--- config.mk ---
export PLATFORM = sky130hd
export DESIGN_NAME = float32_adder_unit_flat
export DESIGN_NICKNAME = d
export VERILOG_FILES = /design/src/rtl/fadd_pkg.sv /design/src/rtl/fadd_if.sv /design/src/rtl/float32_adder_unit.sv /design/src/flat_wrapper.sv
export SDC_FILE = /design/constraint.sdc
export NUM_CORES = 1
export LEC_CHECK = 0
export ABC_AREA = 1
export BUFFER_PORTS_ARGS = -buffer_cell sky130_fd_sc_hd__buf_2
export CORE_MARGIN = 1
export CORE_UTILIZATION = 55
export DETAILED_ROUTE_END_ITERATION = 10
export HOLD_SLACK_MARGIN = 0.12
export PLACE_DENSITY = 0.73
export SLEW_MARGIN = 20
export SYNTH_ARGS = -nofsm -noshare
export SYNTH_HDL_FRONTEND = slang
export SYNTH_SLANG_ARGS = --single-unit
export TNS_END_PERCENT = 30
--- constraint.sdc ---
create_clock -name clk -period 19.4 [get_ports clk]
set_input_delay 5.82 -clock clk [delete_from_list [all_inputs] [get_ports clk]]
set_output_delay 5.82 -clock clk [all_outputs]
set_load 0.01 [all_outputs]
--- src/rtl/fadd_pkg.sv ---
// Shared constants and types for the single-precision adder.
package fadd_pkg;
    localparam int WordW   = 32;
    localparam int ExpW    = 8;
    localparam int FracW   = 23;
    localparam int SigW    = 27;               // hidden + 23 frac + guard/round/sticky
    localparam int AlignLimit = 27;
    localparam logic [ExpW-1:0] ExpMax = 8'hff;
    localparam logic [WordW-1:0] SignBit = 32'h8000_0000;

    typedef struct packed {
        logic [WordW-1:0] operand_a;
        logic [WordW-1:0] operand_b;
    } pair_t;
endpackage

--- src/rtl/fadd_if.sv ---
// Valid/ready channel carrying a payload of parameterized type.
interface fadd_if #(parameter type payload_t = logic) (input logic clk);
    logic     valid;
    logic     ready;
    payload_t data;
    modport source (output valid, output data, input ready);
    modport sink   (input valid, input data, output ready);
endinterface

--- src/rtl/float32_adder_unit.sv ---
// Single-precision IEEE-754 adder, four-stage pipeline with stall.
//
// Channel in_ch carries a pair {operand_a, operand_b}; channel out_ch carries
// sum_bits. A beat moves when valid and ready are both high.
// Each beat passes one register per stage (align, add, normalize, round) on
// its way from in_ch to out_ch.
// Throughput: one beat per cycle while the receiver takes every beat.
// All stages advance together whenever the last stage is empty or its beat
// is being taken; a receiver stall on a full last stage freezes every stage
// and drops the input ready, even while earlier stages are empty.
// Nothing is lost or repeated.
// Reset (rst_n low, asynchronous) clears all stage valid bits; payload
// registers are not reset. Rounding is nearest-even; a zero exponent field
// counts as zero and returns the other operand unchanged; overflow gives
// infinity and underflow signed zero.
module float32_adder_unit
    import fadd_pkg::*;
(
    input logic clk,
    input logic rst_n,
    fadd_if.sink   in_ch,
    fadd_if.source out_ch
);
    // stage 1: ordered, aligned
    logic        v1_reg;
    logic        byp1_reg;
    logic [31:0] byp_val1_reg;
    logic        sign1_reg, sub1_reg;
    logic [7:0]  ex1_reg;
    logic [26:0] ma1_reg, mb1_reg;
    // stage 2: raw sum
    logic        v2_reg, byp2_reg, sign2_reg;
    logic [31:0] byp_val2_reg;
    logic [7:0]  ex2_reg;
    logic [27:0] s2_reg;
    // stage 3: normalized
    logic        v3_reg, byp3_reg, sign3_reg, zero3_reg;
    logic [31:0] byp_val3_reg;
    logic signed [9:0] ex3_reg;
    logic [26:0] s3_reg;
    // stage 4: output
    logic        v4_reg;
    logic [31:0] res4_reg;

    logic adv;
    assign adv = !v4_reg || out_ch.ready;
    assign in_ch.ready = adv;
    assign out_ch.valid = v4_reg;
    assign out_ch.data  = res4_reg;

    // ---- stage 1 logic
    logic [31:0] a_in, b_in, big, sml;
    logic [7:0]  ea, eb, eb_s, d;
    logic [26:0] mb_full, mb_sh, ma_n;
    logic        lost;
    always_comb
    begin
        a_in = in_ch.data.operand_a;
        b_in = in_ch.data.operand_b;
        ea = a_in[30:23];
        eb = b_in[30:23];
        if (a_in[30:0] < b_in[30:0])
        begin
            big = b_in;
            sml = a_in;
        end
        else
        begin
            big = a_in;
            sml = b_in;
        end
        eb_s = sml[30:23];
        d = big[30:23] - eb_s;
        ma_n = {1'b1, big[22:0], 3'b000};
        mb_full = {1'b1, sml[22:0], 3'b000};
        if (d >= 8'(AlignLimit))
        begin
            mb_sh = 27'd1;
            lost = 1'b0;
        end
        else
        begin
            mb_sh = mb_full >> d[4:0];
            lost = |(mb_full & ((27'd1 << d[4:0]) - 27'd1));
        end
        mb_sh[0] = mb_sh[0] | lost;
    end

    always_ff @(posedge clk or negedge rst_n)
    begin
        if (!rst_n)
        begin
            v1_reg <= 1'b0;
            v2_reg <= 1'b0;
            v3_reg <= 1'b0;
            v4_reg <= 1'b0;
        end
        else if (adv)
        begin
            v1_reg <= in_ch.valid;
            v2_reg <= v1_reg;
            v3_reg <= v2_reg;
            v4_reg <= v3_reg;
        end
    end

    always_ff @(posedge clk)
    begin
        if (adv)
        begin
            byp1_reg     <= (ea == 8'd0) || (eb == 8'd0);
            byp_val1_reg <= (ea == 8'd0) ? b_in : a_in;
            sign1_reg    <= big[31];
            sub1_reg     <= a_in[31] ^ b_in[31];
            ex1_reg      <= big[30:23];
            ma1_reg      <= ma_n;
            mb1_reg      <= mb_sh;
        end
    end

    // ---- stage 2: add/subtract
    always_ff @(posedge clk)
    begin
        if (adv)
        begin
            byp2_reg     <= byp1_reg;
            byp_val2_reg <= byp_val1_reg;
            sign2_reg    <= sign1_reg;
            ex2_reg      <= ex1_reg;
            s2_reg       <= sub1_reg ? ({1'b0, ma1_reg} - {1'b0, mb1_reg})
                                     : ({1'b0, ma1_reg} + {1'b0, mb1_reg});
        end
    end

    // ---- stage 3: leading-one search and normalize
    logic [4:0]  lz;
    logic [26:0] s_norm;
    logic signed [9:0] ex_norm;
    always_comb
    begin
        lz = 5'd0;
        for (int i = 0; i <= 26; i++)
        begin
            if (s2_reg[i])
                lz = 5'(26 - i);
        end
        if (s2_reg[27])
        begin
            s_norm  = s2_reg[27:1] | {26'd0, s2_reg[0]};
            ex_norm = $signed({2'b00, ex2_reg}) + 10'sd1;
        end
        else
        begin
            s_norm  = s2_reg[26:0] << lz;
            ex_norm = $signed({2'b00, ex2_reg}) - $signed({5'd0, lz});
        end
    end

    always_ff @(posedge clk)
    begin
        if (adv)
        begin
            byp3_reg     <= byp2_reg;
            byp_val3_reg <= byp_val2_reg;
            sign3_reg    <= sign2_reg;
            zero3_reg    <= (s2_reg == 28'd0);
            ex3_reg      <= ex_norm;
            s3_reg       <= s_norm;
        end
    end

    // ---- stage 4: round, renormalize, pack
    logic [27:0] s_rnd;
    logic signed [9:0] ex_rnd;
    logic [31:0] res;
    always_comb
    begin
        s_rnd = {1'b0, s3_reg};
        if (s3_reg[2] && (s3_reg[1] || s3_reg[0] || s3_reg[3]))
            s_rnd = s_rnd + 28'd8;
        ex_rnd = ex3_reg;
        if (s_rnd[27])
        begin
            s_rnd  = s_rnd >> 1;
            ex_rnd = ex_rnd + 10'sd1;
        end
        if (byp3_reg)
            res = byp_val3_reg;
        else if (zero3_reg)
            res = 32'd0;
        else if (ex_rnd >= 10'sd255)
            res = {sign3_reg, ExpMax, 23'd0};
        else if (ex_rnd <= 10'sd0)
            res = {sign3_reg, 31'd0};
        else
            res = {sign3_reg, ex_rnd[7:0], s_rnd[25:3]};
    end

    always_ff @(posedge clk)
    begin
        if (adv)
            res4_reg <= res;
    end

    // held result stays put under stall
    a_hold: assert property (@(posedge clk) disable iff (!rst_n)
        out_ch.valid && !out_ch.ready |=> out_ch.valid && $stable(out_ch.data))
        else $error("result changed under stall");
    // an accepted beat occupies stage 1 after its edge
    a_flow: assert property (@(posedge clk) disable iff (!rst_n)
        in_ch.valid && in_ch.ready |=> v1_reg)
        else $error("accepted beat lost");
    // ready only drops while output stalled
    a_rdy: assert property (@(posedge clk) disable iff (!rst_n)
        !in_ch.ready |-> out_ch.valid && !out_ch.ready)
        else $error("spurious input stall");
endmodule

--- src/flat_wrapper.sv ---
// flat-port wrapper written by rule: the top's interface ports become plain ports
module float32_adder_unit_flat import fadd_pkg::*;
  (clk, rst_n, in_ch_valid, in_ch_data, in_ch_ready, out_ch_valid, out_ch_data, out_ch_ready);
  fadd_if #(.payload_t(pair_t)) in_ch_i (.clk(clk));
  fadd_if #(.payload_t(logic [WordW-1:0])) out_ch_i (.clk(clk));
  input logic clk;
  input logic rst_n;
  input wire logic [$bits(in_ch_i.valid)-1:0] in_ch_valid;
  input wire logic [$bits(in_ch_i.data)-1:0] in_ch_data;
  output wire logic [$bits(in_ch_i.ready)-1:0] in_ch_ready;
  output wire logic [$bits(out_ch_i.valid)-1:0] out_ch_valid;
  output wire logic [$bits(out_ch_i.data)-1:0] out_ch_data;
  input wire logic [$bits(out_ch_i.ready)-1:0] out_ch_ready;
  assign in_ch_i.valid = in_ch_valid;
  assign in_ch_i.data = in_ch_data;
  assign in_ch_ready = in_ch_i.ready;
  assign out_ch_valid = out_ch_i.valid;
  assign out_ch_data = out_ch_i.data;
  assign out_ch_i.ready = out_ch_ready;
  float32_adder_unit u_core (.clk(clk), .rst_n(rst_n), .in_ch(in_ch_i), .out_ch(out_ch_i));
endmodule
==> impl_metrics.py, run 1 <==
metrics = {
    "die": {
        "die_y_um": 185,
        "rows": 66,
        "die_w_um": 185,
        "dieArea_mm2": 0.0342,
        "start_util": 0.562,
        "ioPinCount": 102,
        "core_mm2": 0.0327,
    },
    "finish": {
        "drive_above_1_share": 0.0969,
        "stdcell_count": 2815,
        "area_growth_syn_to_layout_pct": 9.62,
        "antenna-diode-count": 0,
        "finalInstanceArea_mm2": 0.0202,
        "final_core_util": 0.616,
        "nets": 2508,
    },
    "sta": {
        "layout_min_cycle_time_ns": 12.39,
        "drv_slew": 0,
        "fin_skew_ns": 0.0250,
        "setup_violations": 0,
        "fmax_mhz": 80.7,
        "rsz0062_at_grt": "no",
        "hold_viol": 0,
        "slew_headroom": 0.283,
        "setup_tns_ns": 0,
        "worst_slew_pin_slew_ns": 1.07,
        "period_share": 0.639,
    },
    "clocking": {
        "cts_buffer_depth": 3,
        "clk_pin_slew_ns": 0.06,
        "hold_buffers": 0,
        "cts-root-buf": "clkbuf_16",
        "clkLatencyLatePin_ns": 0.56,
        "post_cts_resized": 0,
        "cts-buffers-inserted": 28,
        "postCtsSetupRepairBufs": 0,
        "cts_max_level": 1,
        "cts_tree": "done",
        "cts.sink_count": 271,
    },
    "yosys": {
        "async_reset_ff_frac": 0.0148,
        "syn_nets": 2449,
        "postSynthCellCount": 2292,
        "synthSimpleGateAreaFrac": 0.273,
        "yosysUniqueCellTypes": 58,
        "synth_edf_count": 267,
        "yosys-top-cells-count": "nand2_1 (581), edfxtp_1 (267), nand3_1 (265)",
        "synth-adder-area-share": 0.0614,
        "synth_top_area_cell": "edfxtp_1",
        "yosysTopAreaCellShare": 0.436,
        "syn-mean-instance-area_um2": 8.02,
        "synth_mux_area_frac": 0.00327,
        "synth_top_family_by_area": "simple AND/OR/NAND/NOR gates",
        "syn_area_mm2": 0.0184,
        "post-synth-top-count-cell": "nand2_1",
        "synth.area.top_cells": "edfxtp_1 (44%), nand2_1 (12%), nand3_1 (7.2%)",
        "synth_xor_area_frac": 0.0257,
        "synth_warnings": 0,
        "ys_ff_latch": 271,
        "ys_seq_area_frac": 0.442,
        "synthFlopType": "edfxtp_1",
        "synth-compound-area-share": 0.117,
    },
    "placed_design": {
        "dpl_cell_area_mm2": 0.0192,
        "placedCellCount": 2763,
        "hpwl_um": 39200,
        "gp_congestion": 0.998,
        "port_buffers": 101,
    },
    "global_route": {
        "grt_overflow_total": 0,
        "grt_pass1_wl_um": 79100,
        "grt_usage": 0.301,
        "first_global_vias": 14667,
        "antenna_found_initial": 1,
        "grt_max_degree": 101,
    },
    "hold_path": {
        "hold_depth": 0,
        "hp-class": "flip-flop to flip-flop",
        "whs_endpoint": "u_core.byp_val2_reg[31]$_DFFE_PP_",
        "hp-start": "u_core.byp_val1_reg[31]$_DFFE_PP_",
    },
    "critical_path": {
        "startpoint_type": "input pin",
        "arrival_ns": 6.57,
        "crit-reg2reg-launch": "u_core.s2_reg[2]$_DFFE_PP_",
        "worstSetupStartpoint": "out_ch_ready",
        "crit_type": "input pin to output port",
        "endpoint_kind": "output port",
        "worstPathRequired_ns": 13.58,
        "critPathMaxFanout": 39,
        "reg2reg_depth": 34,
        "r2r_end": "u_core.ex3_reg[8]$_DFFE_PP_",
        "r2r_slack_ns": 14.47,
    },
    "route": {
        "postRouteAntennaNets": 0,
        "drtIter0Drc": 1742,
        "num_vias": 16171,
        "wl_met2_um": 24700,
        "firstDrtPassIters": 6,
        "met1_length_um": 21300,
        "routed_wl_um": 51500,
        "dr_wl_met3_um": 3170,
        "topRoutingLayerUsed": "met5",
        "wl_per_cell_um": 18.3,
        "drc": 0,
        "vias_per_cell": 5.74,
    },
    "pwr": {
        "leakage_nw": 9.08,
        "vdd_drop_max_v": 0.0000834,
        "power_density_mw_per_mm2": 153,
    },
    "job": {
        "max-cap-violations": 0,
    },
    "status": {
        "status": "finished clean",
    },
}
logic make-up after synthesis:
logic type / after synthesis
xor+xnor: 54
mux: 6
fa+ha+maj: 89
buf+inv: 358
compound gates: 383
flops: 271
simple gates: 1131
worst max-delay path by stage:
stage                   to  slack (ns)
2_1_floorplan  in_ch_ready        1.96
3_3_place_gp   in_ch_ready        7.01
3_5_place_dp   in_ch_ready        7.00
4_1_cts        in_ch_ready        6.99
5_1_grt        in_ch_ready        6.94
6_report       in_ch_ready        7.01
through the flow:
step	hold WS (ns)	setup slack [ns]	total power, mW
floorplan	0.400	1.96	2.11
global placement	0.401	7.01	2.46
detailed placement	0.405	7.00	2.49
CTS	0.419	6.99	3.07
global route	0.422	6.94	3.30
finish	0.419	7.01	3.09
critical path, stage by stage:
cell and delay, ns:
buf_2 0.07, inv_1 0.05, nand2_4 0.39, buf_2 0.23
area by class of cell:
cell class	count	area, um2
Clock buffer	36	731
Clock inverter	16	251
Fill cell	2948	12500
Inverter	266	998
Multi-Input combinational cell	1663	8840
Sequential cell	271	8120
Tap cell	442	553
Timing Repair Buffer	121	656
per-layer routing:
metal | vias to the layer above | track usage
met5 | - | 0
met1 | 7457 | 0.393
met4 | 2 | 0.135
met3 | 129 | 0.0338
met2 | 661 | 0.506
li1 | 7922 | -
report_power, final:
part           internal, mW  switching [mW]  leakage, nW  total [mW]
Combinational         0.442           0.959         5.82        1.40
Clock                 0.347           0.219        0.470       0.566
Sequential            0.960           0.159         2.79        1.12
cell usage in the layout, fill, tap and decap left out, types with 7 or more instances in the layout:
master / instances
nand2_1: 580
edfxtp_1: 267
nand3_1: 265
inv_1: 258
o21ai_0: 202
nor2_1: 150
buf_2: 101
a21oi_1: 91
ha_1: 87
xor2_1: 48
nand4_1: 35
clkbuf_16: 28
nand2_2: 21
buf_4: 20
nor3_1: 14
o31ai_1: 14
nor2_2: 14
nor4_1: 13
o211ai_1: 12
nand3_2: 11
a21boi_0: 11
nand3b_1: 10
a32o_1: 9
clkbuf_1: 8
a31oi_1: 7
(Power assumes the default switching activity.)
==> run 2, diff against run 1 <==
--- a/config.mk
+++ b/config.mk
@@ -5,13 +5,13 @@
 export SDC_FILE = /design/constraint.sdc
 export NUM_CORES = 1
 export LEC_CHECK = 0
-export ABC_AREA = 1
+export ABC_AREA = 0
 export BUFFER_PORTS_ARGS = -buffer_cell sky130_fd_sc_hd__buf_2
 export CORE_MARGIN = 1
 export CORE_UTILIZATION = 55
 export DETAILED_ROUTE_END_ITERATION = 10
 export HOLD_SLACK_MARGIN = 0.12
-export PLACE_DENSITY = 0.73
+export PLACE_DENSITY = 0.76
 export SLEW_MARGIN = 20
 export SYNTH_ARGS = -nofsm -noshare
 export SYNTH_HDL_FRONTEND = slang
==> constraint.sdc (replaced) <==
create_clock -name clk -period 10.4 [get_ports clk]
set_input_delay 3.12 -clock clk [delete_from_list [all_inputs] [get_ports clk]]
set_output_delay 3.12 -clock clk [all_outputs]
set_load 0.01 [all_outputs]
==> impl_metrics.py, run 2 <==
metrics = {
    "die": {
        "die_w_um": 183,
        "die_y_um": 183,
        "start_util": 0.564,
        "dieArea_mm2": 0.0333,
        "rows": 65,
        "ioPinCount": 102,
        "core_mm2": 0.0318,
    },
    "critical_path": {
        "r2r_slack_ns": 5.46,
        "crit_type": "input pin to flip-flop",
        "worstSetupStartpoint": "in_ch_data[23]",
        "cp.depth": 20,
        "critical_path.cell_chain": "buf_2 -> inv_1 -> ha_1 -> buf_4 -> nand4_1 -> or2_1 -> a21o_1 -> and3_2 -> o21a_1 -> ha_1 -> or4_1 -> o32ai_1 -> nor3_4 -> buf_4 -> o221ai_1 -> mux2i_1 -> o31ai_1 -> o2111ai_1 -> nor4_2 -> o311ai_1",
        "crit_path_top_delay_cell": "o32ai_1",
        "reg2reg_depth": 12,
        "arrival_ns": 8.33,
        "path_buf_inv": 4,
        "slowest_delay_ns": 0.50,
        "worstPathRequired_ns": 10.69,
        "endpoint_kind": "flip-flop",
        "r2r_end": "u_core.out_ch.data[5]$_DFFE_PP_",
        "crit_family": "compound AO/OA/AOI/OAI gates",
        "critPathMaxFanout": 34,
        "cp-endpoint": "u_core.mb1_reg[0]$_DFFE_PP_",
        "startpoint_type": "input pin",
        "crit-reg2reg-launch": "u_core.s3_reg[3]$_DFFE_PP_",
    },
    "clocking": {
        "hold_buffers": 0,
        "clk_pin_slew_ns": 0.06,
        "cts_max_level": 1,
        "cts_buffer_depth": 3,
        "cts-buffers-inserted": 28,
        "cts_tree": "done",
        "cts.sink_count": 271,
        "clkLatencyLatePin_ns": 0.56,
        "postCtsSetupRepairBufs": 0,
        "post_cts_resized": 0,
        "cts-root-buf": "clkbuf_16",
    },
    "global_route": {
        "first_global_vias": 13883,
        "grt_usage": 0.302,
        "grt_pass1_wl_um": 78200,
        "grt_max_degree": 180,
        "grt_overflow_total": 0,
        "antenna_found_initial": 0,
    },
    "yosys": {
        "ys_seq_area_frac": 0.453,
        "yosys-top-cells-count": "edfxtp_1 (267), nand2_1 (204), nor2_1 (141)",
        "syn_nets": 1995,
        "synth_warnings": 0,
        "yosysTopAreaCellShare": 0.447,
        "post-synth-top-count-cell": "edfxtp_1",
        "synth_edf_count": 267,
        "synthFlopType": "edfxtp_1",
        "ys_ff_latch": 271,
        "yosysUniqueCellTypes": 82,
        "syn-mean-instance-area_um2": 9.76,
        "syn_area_mm2": 0.0179,
        "async_reset_ff_frac": 0.0148,
        "synth.area.top_cells": "edfxtp_1 (45%), ha_1 (6.1%), mux2i_1 (5.7%)",
        "synth_top_area_cell": "edfxtp_1",
        "postSynthCellCount": 1838,
    },
    "sta": {
        "rsz0062_at_grt": "no",
        "setup_tns_ns": 0,
        "worst_slew_pin_slew_ns": 0.979,
        "fin_skew_ns": 0.0117,
        "hold_viol": 0,
        "period_share": 0.774,
        "slew_headroom": 0.348,
        "layout_min_cycle_time_ns": 8.04,
        "holdWs_ns": 0.415,
        "drv_slew": 0,
        "setup_violations": 0,
        "fmax_mhz": 124,
    },
    "route": {
        "postRouteAntennaNets": 0,
        "num_vias": 14833,
        "routed_wl_um": 50700,
        "drtIter0Drc": 1649,
        "vias_per_cell": 6.32,
        "wl_per_cell_um": 21.6,
        "drc": 0,
        "firstDrtPassIters": 6,
    },
    "placed_design": {
        "gp_congestion": 0.954,
        "port_buffers": 101,
        "hpwl_um": 38600,
        "dpl_cell_area_mm2": 0.0188,
    },
    "finish": {
        "finalInstanceArea_mm2": 0.0197,
        "area_growth_syn_to_layout_pct": 9.78,
        "final_common_cell": "edfxtp_1",
        "antenna-diode-count": 0,
        "final_core_util": 0.619,
        "drive_above_1_share": 0.105,
        "layout_common_cells": "edfxtp_1 (267), nand2_1 (204), nor2_1 (141)",
        "nets": 2048,
    },
    "pwr": {
        "leakage_nw": 7.90,
        "power.total_mw": 5.50,
        "power_density_mw_per_mm2": 279,
        "vdd_drop_max_v": 0.000246,
    },
    "job": {
        "max-cap-violations": 0,
    },
    "status": {
        "status": "finished clean",
    },
    "hold_path": {
        "hp-class": "flip-flop to flip-flop",
    },
}
-- run 2: per-layer routing --
layer / global-route usage / vias to the layer above / part of all wire
li1: - / 6988 / -
met1: 0.426 / 6989 / 0.43
met2: 0.486 / 739 / 0.46
met3: 0.0337 / 117 / 0.077
met4: 0.102 / 0 / 0.035
met5: 0 / - / 0
-- run 2: layout make-up --
cell class | instances | area [um2]
fill | 2624 | 12100
multi-input combinational | 1352 | 9030
sequential | 271 | 8120
clock buffer | 30 | 708
timing repair buffer | 116 | 631
tap | 435 | 544
inverter | 122 | 458
clock inverter | 21 | 206
-- run 2: how the worst min path moves through the flow --
| stage | to | slack, ns | cells after the start | start |
|---|---|---|---|---|
| 6_report | u_core.byp_val3_reg[6]$_DFFE_PP_ | 0.42 | 0 | u_core.byp_val2_reg[6]$_DFFE_PP_ |
| 3_3_place_gp | u_core.byp_val3_reg[29]$_DFFE_PP_ | 0.40 | 0 | u_core.byp_val2_reg[29]$_DFFE_PP_ |
| 5_1_grt | u_core.byp3_reg$_DFFE_PP_ | 0.42 | 0 | u_core.byp2_reg$_DFFE_PP_ |
| 4_1_cts | u_core.byp_val3_reg[13]$_DFFE_PP_ | 0.41 | 0 | u_core.byp_val2_reg[13]$_DFFE_PP_ |
| 3_5_place_dp | u_core.byp_val2_reg[19]$_DFFE_PP_ | 0.40 | 0 | u_core.byp_val1_reg[19]$_DFFE_PP_ |
| 2_1_floorplan | u_core.byp2_reg$_DFFE_PP_ | 0.40 | 0 | u_core.byp1_reg$_DFFE_PP_ |
-- run 2: cells by family after synthesis --
family | synth area share
muxes | 0.0694
xor gates and xnor gates | 0.0332
and+or+nand+nor | 0.145
DFF | 0.453
buffers and inverters | 0.0455
AOI/OAI and AO/OA | 0.192
adders and majority gates | 0.0629
-- run 2: stage by stage --
step,worst slack [ns],cells
finish,2.36,2347
global route,2.08,2347
CTS,2.54,2347
detailed placement,1.97,2296
global placement,2.06,2296
floorplan,0.720,1838
-- run 2: power breakdown --
group | internal (mW) | switching [mW] | total, mW
Clock | 0.569 | 0.414 | 0.984
Combinational | 0.874 | 1.55 | 2.42
Sequential | 1.77 | 0.316 | 2.09
Total | 3.22 | 2.28 | 5.50
==> run 3, diff against run 2 <==
==> constraint.sdc (replaced) <==
create_clock -name clk -period 7.12 [get_ports clk]
set_input_delay 2.136 -clock clk [delete_from_list [all_inputs] [get_ports clk]]
set_output_delay 2.136 -clock clk [all_outputs]
set_load 0.01 [all_outputs]
==> impl_metrics.py, run 3 (synthesized netlist as in run 2, its figures left out) <==
metrics = {
    "route": {
        "wl_per_cell_um": 22.1,
        "drc": 0,
        "num_vias": 15065,
        "postRouteAntennaNets": 0,
        "vias_per_cell": 6.37,
        "firstDrtPassIters": 5,
        "drtIter0Drc": 1859,
        "routed_wl_um": 52100,
    },
    "clocking": {
        "cts_max_level": 1,
        "hold_buffers": 0,
        "cts-buffers-inserted": 28,
        "cts_buffer_depth": 3,
        "cts.sink_count": 271,
        "clk_pin_slew_ns": 0.07,
        "clkLatencyLatePin_ns": 0.54,
        "postCtsSetupRepairBufs": 0,
        "post_cts_resized": 0,
        "cts_tree": "done",
        "cts-root-buf": "clkbuf_16",
    },
    "sta": {
        "period_share": 0.923,
        "hold_viol": 0,
        "setup_violations": 0,
        "rsz0062_at_grt": "no",
        "drv_slew": 0,
        "fmax_mhz": 152,
        "slew_headroom": 0.311,
        "layout_min_cycle_time_ns": 6.57,
        "fin_skew_ns": 0.0181,
        "worst_slew_pin_slew_ns": 1.03,
    },
    "global_route": {
        "first_global_vias": 13918,
        "grt_max_degree": 86,
        "grt_usage": 0.310,
        "grt_overflow_total": 0,
        "antenna_found_initial": 0,
        "grt_pass1_wl_um": 79800,
    },
    "finish": {
        "area_growth_syn_to_layout_pct": 10.1,
        "final_core_util": 0.621,
        "nets": 2070,
        "drive_above_1_share": 0.112,
        "final_common_cell": "edfxtp_1",
        "layout_common_cells": "edfxtp_1 (267), nand2_1 (204), nor2_1 (141)",
        "antenna-diode-count": 0,
    },
    "critical_path": {
        "startpoint_type": "input pin",
        "path_buf_inv": 3,
        "critPathMaxFanout": 43,
        "worstPathRequired_ns": 7.40,
        "crit_type": "input pin to flip-flop",
        "crit_family": "simple AND/OR/NAND/NOR gates",
        "critical_path.cell_chain": "buf_2 -> inv_1 -> ha_1 -> nand4_1 -> nor4_4 -> o211ai_2 -> and3_2 -> o21a_1 -> ha_1 -> or4_1 -> o32ai_1 -> nor3_4 -> buf_12 -> mux2_2 -> mux2i_1 -> o31ai_1 -> o2111ai_1 -> nor4_2 -> o311ai_1",
        "cp_common_cell": "ha_1",
        "slowest_delay_ns": 0.50,
        "crit_path_top_delay_cell": "o32ai_1",
        "arrival_ns": 6.85,
        "endpoint_kind": "flip-flop",
    },
    "pwr": {
        "clkPwrFrac": 0.163,
        "leakage_nw": 7.94,
        "pwr-share-comb": 0.453,
        "power.total_mw": 7.95,
        "netSwitchingFraction": 0.419,
        "p_seq_frac": 0.384,
        "power_density_mw_per_mm2": 403,
        "p_int_mw": 4.62,
        "p_switching_mw": 3.34,
        "vdd_drop_max_v": 0.000255,
    },
    "placed_design": {
        "hpwl_um": 39400,
        "gp_congestion": 1.01,
        "port_buffers": 101,
    },
    "die": {
        "dieArea_mm2": 0.0333,
        "ioPinCount": 102,
        "rows": 65,
        "start_util": 0.564,
        "die_w_um": 183,
        "core_mm2": 0.0318,
        "die_y_um": 183,
    },
    "hold_path": {
        "hp-class": "flip-flop to flip-flop",
    },
    "job": {
        "max-cap-violations": 0,
    },
    "status": {
        "status": "finished clean",
    },
}
## run 3: final timing paths
kind	start	endpoint	slack, ns	depth (start not counted)
setup / recovery	in_ch_data[19]	u_core.mb1_reg[0]$_DFFE_PP_	0.55	19
hold / removal	u_core.byp_val2_reg[21]$_DFFE_PP_	u_core.byp_val3_reg[21]$_DFFE_PP_	0.41	0
setup reg to reg	u_core.s3_reg[3]$_DFFE_PP_	u_core.out_ch.data[3]$_DFFE_PP_	2.07	12
hold reg to reg	u_core.byp_val2_reg[21]$_DFFE_PP_	u_core.byp_val3_reg[21]$_DFFE_PP_	0.41	0
max in group asynchronous	rst_n	u_core.out_ch.valid$_DFFE_PN0P_	5.62	1
min in group asynchronous	rst_n	u_core.v1_reg$_DFFE_PN0P_	1.38	1
## run 3: power groups by stage
stage | clock network (mW) | logic (mW) | registers [mW]
3_5_place_dp | 0 | 3.52 | 3.07
5_1_grt | 1.39 | 3.91 | 3.11
6_report | 1.30 | 3.60 | 3.05
2_1_floorplan | 0 | 2.49 | 2.95
4_1_cts | 1.32 | 3.53 | 3.04
3_3_place_gp | 0 | 3.49 | 3.05
## run 3: worst register-to-register path: stages (launching register included)
cell      delay [ns]
edfxtp_1        0.44
ha_1            0.19
o311ai_1        0.17
nor3_2          0.40
nand4_1         0.24
nor3_1          0.76
nand3_1         0.18
xor2_1          0.28
o21ai_0         0.13
o31ai_1         0.73
a21oi_1         0.29
o21ai_1         0.62
o21ai_0         0.31
## run 3: layout make-up
| class | instances | area [um2] |
|---|---|---|
| multi-input combinational | 1352 | 9030 |
| sequential | 271 | 8120 |
| fill | 2631 | 12100 |
| clock inverter | 12 | 76.3 |
| timing repair buffer | 138 | 796 |
| inverter | 122 | 458 |
| clock buffer | 34 | 723 |
| tap | 435 | 544 |
## run 3: through the flow
stage	setup TNS (ns)	cells	setup slack, ns	instance area [um2]	hold slack, ns
after CTS	0	2364	0.662	19700	0.414
after global routing	0	2364	0.297	19700	0.419
after floorplan	-0.0112	1838	-0.0112	17900	0.400
final	0	2364	0.551	19700	0.410
after detailed placement	0	2318	0.0940	18900	0.405
after global placement	0	2318	0.164	18900	0.401
## run 3: per-layer routing
layer | vias up | wire (um) | track usage
met5 | - | 0 | 0
met4 | 0 | 1890 | 0.105
met3 | 127 | 4270 | 0.0473
met2 | 765 | 23900 | 0.500
met1 | 7133 | 22100 | 0.426
li1 | 7040 | - | -
